===== config.mk =====
export PLATFORM = sky130hd
export DESIGN_NAME = energy_integrator_unit
export DESIGN_NICKNAME = d
export VERILOG_FILES = /design/src/enint_pkg.sv /design/src/enint_front.sv /design/src/enint_accum.sv /design/src/energy_integrator_unit.sv
export SDC_FILE = /design/constraint.sdc
export NUM_CORES = 2
export LEC_CHECK = 0
export BUFFER_PORTS_ARGS = -buffer_cell sky130_fd_sc_hd__buf_2
export CAP_MARGIN = 15
export CORE_ASPECT_RATIO = 1.1
export CORE_MARGIN = 3
export CORE_UTILIZATION = 35
export CTS_CLUSTER_SIZE = 10
export DETAILED_ROUTE_END_ITERATION = 16
export PLACE_DENSITY = 0.47
export SLEW_MARGIN = 15
export SYNTH_ARGS = -nofsm -noshare
export SYNTH_HDL_FRONTEND = slang
export SYNTH_SLANG_ARGS = --single-unit

===== constraint.sdc =====
create_clock -name clk -period 14.6 [get_ports clk]
set_clock_uncertainty 0.2 [all_clocks]
set_input_delay 4.38 -clock clk [delete_from_list [all_inputs] [get_ports clk]]
set_output_delay 4.38 -clock clk [all_outputs]
set_load 0.02 [all_outputs]

===== src/enint_pkg.sv =====
// shared types and constants for the energy integrator
`timescale 1ns / 1ps
`default_nettype none

package enint_pkg;

  localparam int ACC_WIDTH    = 63;
  localparam int TIME_WIDTH   = 32;
  localparam int STAMP_WIDTH  = 32;
  localparam int POWER_WIDTH  = 21;
  localparam int GAP_WIDTH    = 32;
  localparam int ENERGY_WIDTH = 63;
  localparam int DELTA_WIDTH  = POWER_WIDTH + TIME_WIDTH;
  localparam int SUM_WIDTH    = ((ACC_WIDTH > DELTA_WIDTH) ? ACC_WIDTH : DELTA_WIDTH) + 1;

  localparam int IN_DATA_WIDTH  = 56;
  localparam int IN_USER_WIDTH  = 1;
  localparam int OUT_DATA_WIDTH = 96;

  localparam logic [ACC_WIDTH-1:0] ACC_MAX = '1;

  typedef enum logic [1:0] {
    OP_HOLD,
    OP_ADD,
    OP_SUB,
    OP_CLEAR
  } op_t;

  typedef struct packed {
    op_t                    op;
    logic [DELTA_WIDTH-1:0] delta;
    logic [GAP_WIDTH-1:0]   gap;
    logic                   cont;
  } stage_t;

endpackage

`default_nettype wire


===== src/enint_front.sv =====
// continuity tracking, elapsed time and power times time product
`timescale 1ns / 1ps
`default_nettype none

module enint_front (
  input  wire logic                             clk,
  input  wire logic                             rst,
  input  wire logic                             accept,
  input  wire logic                             step,
  input  wire logic                             command,
  input  wire logic                             sample_valid,
  input  wire logic                             status_ok,
  input  wire logic [enint_pkg::STAMP_WIDTH-1:0] timestamp_ms,
  input  wire logic signed [enint_pkg::POWER_WIDTH-1:0] power_mw,
  output logic                                  stage_valid,
  output enint_pkg::stage_t                     stage
);
  import enint_pkg::*;

  logic [TIME_WIDTH-1:0]  last_time;
  logic [GAP_WIDTH-1:0]   gap_counter;
  logic                   have_previous;
  logic [TIME_WIDTH-1:0]  stamp;
  logic [TIME_WIDTH-1:0]  elapsed;
  logic [POWER_WIDTH-1:0] magnitude;
  logic [DELTA_WIDTH-1:0] product;
  op_t                    op_next;
  op_t                    stage_op;
  logic [DELTA_WIDTH-1:0] stage_delta;

  assign stamp     = timestamp_ms[TIME_WIDTH-1:0];
  assign elapsed   = stamp - last_time;
  assign magnitude = power_mw[POWER_WIDTH-1] ? (~power_mw + POWER_WIDTH'(1'b1)) : power_mw;
  assign product   = DELTA_WIDTH'(magnitude) * DELTA_WIDTH'(elapsed);

  always_comb begin
    priority if (command) begin
      op_next = OP_CLEAR;
    end else if (!sample_valid || !status_ok || !have_previous) begin
      op_next = OP_HOLD;
    end else if (power_mw[POWER_WIDTH-1]) begin
      op_next = OP_SUB;
    end else begin
      op_next = OP_ADD;
    end
  end

  always_ff @(posedge clk) begin
    if (rst) begin
      last_time     <= '0;
      gap_counter   <= '0;
      have_previous <= 1'b0;
    end else if (accept) begin
      priority if (command) begin
        last_time     <= '0;
        gap_counter   <= '0;
        have_previous <= 1'b0;
      end else if (!sample_valid || !status_ok) begin
        if (have_previous) begin
          gap_counter <= gap_counter + GAP_WIDTH'(1'b1);
        end
        have_previous <= 1'b0;
      end else begin
        have_previous <= 1'b1;
        last_time     <= stamp;
      end
    end
  end

  always_ff @(posedge clk) begin
    if (rst) begin
      stage_valid <= 1'b0;
      stage_op    <= OP_HOLD;
    end else if (accept) begin
      stage_valid <= 1'b1;
      stage_op    <= op_next;
    end else if (step) begin
      stage_valid <= 1'b0;
    end
  end

  always_ff @(posedge clk) begin
    if (accept) begin
      stage_delta <= product;
    end
  end

  // held state is what the pending beat reports
  assign stage = {stage_op, stage_delta, gap_counter, have_previous};

`ifndef SYNTHESIS
  a_clear_state: assert property (@(posedge clk) disable iff (rst)
    accept && command |=> gap_counter == '0 && !have_previous && last_time == '0)
    else $error("clear beat left continuity state behind");

  a_bad_breaks: assert property (@(posedge clk) disable iff (rst)
    accept && !command && (!sample_valid || !status_ok) |=> !have_previous)
    else $error("bad sample kept continuity");

  a_idle_stable: assert property (@(posedge clk) disable iff (rst)
    !accept |=> $stable(gap_counter) && $stable(last_time) && $stable(have_previous))
    else $error("continuity state moved without a beat");
`endif

endmodule

`default_nettype wire


===== src/enint_accum.sv =====
// energy accumulator with clamp and saturation, and the result register
`timescale 1ns / 1ps
`default_nettype none

module enint_accum (
  input  wire logic                              clk,
  input  wire logic                              rst,
  input  wire logic                              step,
  input  wire logic                              drain,
  input  wire enint_pkg::stage_t                 stage,
  output logic                                   result_valid,
  output logic [enint_pkg::ENERGY_WIDTH-1:0]     energy_total,
  output logic [enint_pkg::GAP_WIDTH-1:0]        gap_total,
  output logic                                   continuous
);
  import enint_pkg::*;

  logic [ACC_WIDTH-1:0] energy_acc;
  logic [ACC_WIDTH-1:0] energy_acc_next;
  logic [SUM_WIDTH-1:0] acc_wide;
  logic [SUM_WIDTH-1:0] delta_wide;
  logic [SUM_WIDTH-1:0] sum;

  assign acc_wide   = SUM_WIDTH'(energy_acc);
  assign delta_wide = SUM_WIDTH'(stage.delta);
  assign sum        = acc_wide + delta_wide;

  always_comb begin
    unique case (stage.op)
      OP_ADD: begin
        energy_acc_next = (sum > SUM_WIDTH'(ACC_MAX)) ? ACC_MAX : sum[ACC_WIDTH-1:0];
      end
      OP_SUB: begin
        energy_acc_next = (delta_wide >= acc_wide) ? '0
                        : energy_acc - ACC_WIDTH'(stage.delta);
      end
      OP_CLEAR: begin
        energy_acc_next = '0;
      end
      default: begin
        energy_acc_next = energy_acc;
      end
    endcase
  end

  always_ff @(posedge clk) begin
    if (rst) begin
      energy_acc   <= '0;
      result_valid <= 1'b0;
    end else if (step) begin
      energy_acc   <= energy_acc_next;
      result_valid <= 1'b1;
    end else if (drain) begin
      result_valid <= 1'b0;
    end
  end

  always_ff @(posedge clk) begin
    if (step) begin
      gap_total  <= stage.gap;
      continuous <= stage.cont;
    end
  end

  assign energy_total = ENERGY_WIDTH'(energy_acc);

`ifndef SYNTHESIS
  a_clear_zero: assert property (@(posedge clk) disable iff (rst)
    step && stage.op == OP_CLEAR |=> energy_acc == '0)
    else $error("clear beat did not zero the total");

  a_add_grows: assert property (@(posedge clk) disable iff (rst)
    step && stage.op == OP_ADD |=> energy_acc >= $past(energy_acc))
    else $error("forward power reduced the total");

  a_sub_shrinks: assert property (@(posedge clk) disable iff (rst)
    step && stage.op == OP_SUB |=> energy_acc <= $past(energy_acc))
    else $error("reverse power raised the total");
`endif

endmodule

`default_nettype wire


===== src/energy_integrator_unit.sv =====
// energy integrator top level: stream handshakes around the two stages
//
// input beats carry a power sample or a clear command (tuser bit 0 set).
// a good sample after another good sample adds power times the elapsed
// milliseconds to a milliwatt-millisecond total (Wh = total / 3.6e9);
// negative power subtracts, the total clamps at zero and saturates at its
// maximum. a bad or not-ok sample breaks continuity and counts a gap if a
// good sample was held. every input beat gives exactly one output beat with
// the total, the gap count and the continuity flag after that beat.
// the elapsed time and the 21 x 32 product are registered in the product
// stage, then the accumulator add with clamp in the result register.
// throughput: one beat per cycle while the receiver takes each result, set
// by the single accumulator register that every beat updates once.
// reset clears the total, the gap count and continuity and empties both
// stages. when the receiver stalls the result register holds, the product
// stage fills and s_tready drops; nothing is lost or repeated.
`timescale 1ns / 1ps
`default_nettype none

module energy_integrator_unit (
  input  wire logic                                 clk,
  input  wire logic                                 rst,
  input  wire logic                                 s_tvalid,
  output logic                                      s_tready,
  // sample_valid, status_ok, timestamp_ms[31:0], power_mw[20:0], zero pad
  input  wire logic [enint_pkg::IN_DATA_WIDTH-1:0]  s_tdata,
  // command
  input  wire logic [enint_pkg::IN_USER_WIDTH-1:0]  s_tuser,
  output logic                                      m_tvalid,
  input  wire logic                                 m_tready,
  // energy_total[62:0], gap_total[31:0], continuous
  output logic [enint_pkg::OUT_DATA_WIDTH-1:0]      m_tdata
);
  import enint_pkg::*;

  localparam int TS_LO  = 2;
  localparam int PWR_LO = TS_LO + STAMP_WIDTH;
  localparam int PAD_W  = IN_DATA_WIDTH - PWR_LO - POWER_WIDTH;

  logic                   accept;
  logic                   step;
  logic                   drain;
  logic                   out_free;
  logic                   stage_valid;
  stage_t                 stage;
  logic [ENERGY_WIDTH-1:0] energy_total;
  logic [GAP_WIDTH-1:0]    gap_total;
  logic                    continuous;
  logic [PAD_W-1:0]        pad_unused;

  assign drain    = m_tvalid && m_tready;
  assign out_free = !m_tvalid || m_tready;
  assign step     = stage_valid && out_free;
  assign s_tready = !stage_valid || out_free;
  assign accept   = s_tvalid && s_tready;
  assign pad_unused = s_tdata[IN_DATA_WIDTH-1 -: PAD_W];

  enint_front u_front (
    .clk          (clk),
    .rst          (rst),
    .accept       (accept),
    .step         (step),
    .command      (s_tuser[0]),
    .sample_valid (s_tdata[0]),
    .status_ok    (s_tdata[1]),
    .timestamp_ms (s_tdata[TS_LO +: STAMP_WIDTH]),
    .power_mw     (s_tdata[PWR_LO +: POWER_WIDTH]),
    .stage_valid  (stage_valid),
    .stage        (stage)
  );

  enint_accum u_accum (
    .clk          (clk),
    .rst          (rst),
    .step         (step),
    .drain        (drain),
    .stage        (stage),
    .result_valid (m_tvalid),
    .energy_total (energy_total),
    .gap_total    (gap_total),
    .continuous   (continuous)
  );

  assign m_tdata = {continuous, gap_total, energy_total};

`ifndef SYNTHESIS
  a_pad_zero: assert property (@(posedge clk) disable iff (rst)
    accept |-> pad_unused == '0 || !accept)
    else $error("input pad bits set");

  a_out_hold: assert property (@(posedge clk) disable iff (rst)
    m_tvalid && !m_tready |=> m_tvalid && $stable(m_tdata))
    else $error("stalled result beat changed");

  a_ready_when_empty: assert property (@(posedge clk) disable iff (rst)
    !stage_valid |-> s_tready)
    else $error("input stalled with an empty product stage");
`endif

endmodule

`default_nettype wire


==> results.cfg <==
[routing]
wl_met3_um = 5452
wl_met2_um = 54580
wl_per_cell_um = 19.58
detail-route-antenna-nets = 0
finalWirelength_um = 118000
drc = 0
routed.top_layer = met4
drtIter0Drc = 1868
viasPerCell = 5.079
drt_first_pass_iters = 6
vias = 30620
wirelength_met1_um = 54890

[critical_path]
worst_path_max_delay_cell = xnor2_1
critPathKind = in2reg
reg2regPathDepth = 35
crit_top_cell = fa_1
worstPathArrival_ns = 14.01
cp-start-kind = input port
r2r_slack_ns = 4.35
worstSetupEndpointType = flop
regToRegEndpoint = u_front.stage_delta[49]
r2r-start = u_front.last_time[0]
critPathMaxStageDelay_ns = 0.84
crit_required_ns = 14.76
worst-path-max-fanout = 7

[yosys]
synth_ff_type = dfxtp_1
synth_cell_types = 92
synth_area_per_cell_um2 = 8.395
synth_seq_cells = 218
synth_most_common_cell = inv_1
synth_fp_nets = 5398
syn_inst = 4465
netlist_area_um2 = 37480
yosysTopAreaCell = fa_1
seq_area_frac_synth_pct = 13.94
yosys_warnings = 0
synth.area.top_cells = fa_1 30%, ha_1 10%, inv_1 7.9%, dfxtp_1 7.0%, edfxtp_1 6.9%
netlist.area_leader.share_pct = 30.44
synth_edf_count = 86
synth_commonest_cells = 786 x inv_1, 663 x nor2_1, 570 x fa_1
async_flop_share_pct = 0

[hold_path]
hp-class = reg2reg
min_to = u_accum.gap_total[31]
hold_path.startpoint = u_front.gap_counter[31]
min_path_cells = 0

[clock_tree]
cts_tree = yes
cts_resized = 0
clkLatencyLatePin_ns = 0.64
cts.htree.levels = 1
hold_buffers = 0
cts_buffer_depth = 3
post_cts_buffers = 0
cts_inserted_buffers = 31
root_buffer = clkbuf_16
path_clk_slew_ns = 0.05
cts_sinks = 218

[grt]
grt_start_max_net_pins = 66
grt_pass1_wl_um = 184700
track_usage_pct = 21.01
grt_pass1_vias = 31569
antenna_found_initial = 2
grt_overflow = 0

[floorplanning]
fp.dieArea_um2 = 111100
start_util_pct = 35.40
core_um2 = 105900
die_w_um = 318.0
fp-row-count = 125
io_pins = 159
die_y_um = 349.2

[timing]
finalSetupViolCount = 0
slew_violations = 0
fmax_ghz = 0.07225
period_share_pct = 94.80
hold_viol_final = 0
rsz0062_at_grt = no
fin_tns_setup_ns = 0
layout_setup_ws_ns = 0.7597
slew_headroom_pct = 22.82
timing.final.crit_period_ns = 13.84
whs_ns = 0.2617
tightest_slew_ns = 1.149

[placement]
post-dp-hpwl_um = 97840
place_ws_ns = 0.08543
place_congestion = 0.9114
io_buffers = 157

[outcome]
status = complete, no violations

[final_layout]
drive_gt1_share_pct = 9.113
syn2layout_area_growth_pct = 11.28
nets = 5541

[run]
max_cap_violations = 0
worst max path at each step:
stage                from                      end
2_1_floorplan  s_tdata[2]  u_front.stage_delta[41]
3_3_place_gp   s_tdata[2]  u_front.stage_delta[52]
3_5_place_dp   s_tdata[2]  u_front.stage_delta[52]
4_1_cts        s_tdata[2]  u_front.stage_delta[52]
5_1_grt        s_tdata[2]  u_front.stage_delta[52]
6_report       s_tdata[2]  u_front.stage_delta[49]
cells in the final DEF, fill, tap and decap left out, drive strengths merged, types with 79 or more instances in the layout:
cell type	count
a21oi	221
buf	305
dfxtp	132
edfxtp	86
fa	570
ha	302
inv	788
nand2	348
nor2	663
o21ai	167
xnor2	192
xor2	79
cell type report:
| cell class | count | area (um2) |
|---|---|---|
| fillers | 10972 | 64170 |
| clock inverters | 14 | 178.9 |
| clock buffers | 42 | 858.3 |
| multi-input cells | 3258 | 28720 |
| flip-flops and latches | 218 | 5225 |
| well taps | 1397 | 1748 |
| repair buffers | 305 | 1997 |
| inverters | 794 | 2980 |
| diodes | 1 | 2.502 |
logic make-up (layout without fill, tap and decap cells):
logic type,after synthesis,in the layout,share of synthesized area (%)
AO/OA/AOI/OAI,775,775,13.56
XOR/XNOR,271,271,6.372
adder cells (fa/ha/maj),872,872,40.52
buffers and inverters,989,1155,9.987
flip-flops,218,218,13.94
multiplexers,2,2,0.05674
other,0,1,0
AND/OR/NAND/NOR,1338,1338,15.57
critical path, delay by kind of cell:
kind | cells | cell delay, ns
fa+ha+maj | 10 | 4.57
compound gates | 11 | 2.46
xor+xnor | 2 | 0.97
buf+inv | 9 | 0.92
simple gates | 5 | 0.70
metrics by stage:
step	std cells	util, %	instance area (um2)
floorplan	4465	-	37480
global placement	5972	38.41	40670
detailed placement	5972	38.41	40670
CTS	6028	39.39	41710
global route	6028	39.39	41710
finish	6029	39.40	41710
state kept, by name (all words and copies together), names as in the netlist:
register / count
u_front.last_time: 32
u_accum.continuous: 1
u_accum.energy_total: 63
u_accum.result_valid: 1
u_front.stage_op: 2
u_front.have_previous: 1
u_front.gap_counter: 32
u_front.stage_valid: 1
u_front.stage_delta: 53
u_accum.gap_total: 32
routing by layer:
metal / track usage, % / vias to the layer above
li1: - / 14604
met4: 5.014 / 0
met1: 29.12 / 15174
met3: 2.357 / 119
met5: 0 / -
met2: 35.15 / 723
Power is not shown: default switching activity piles up to over one toggle a cycle in this logic, so the estimate is an artifact.
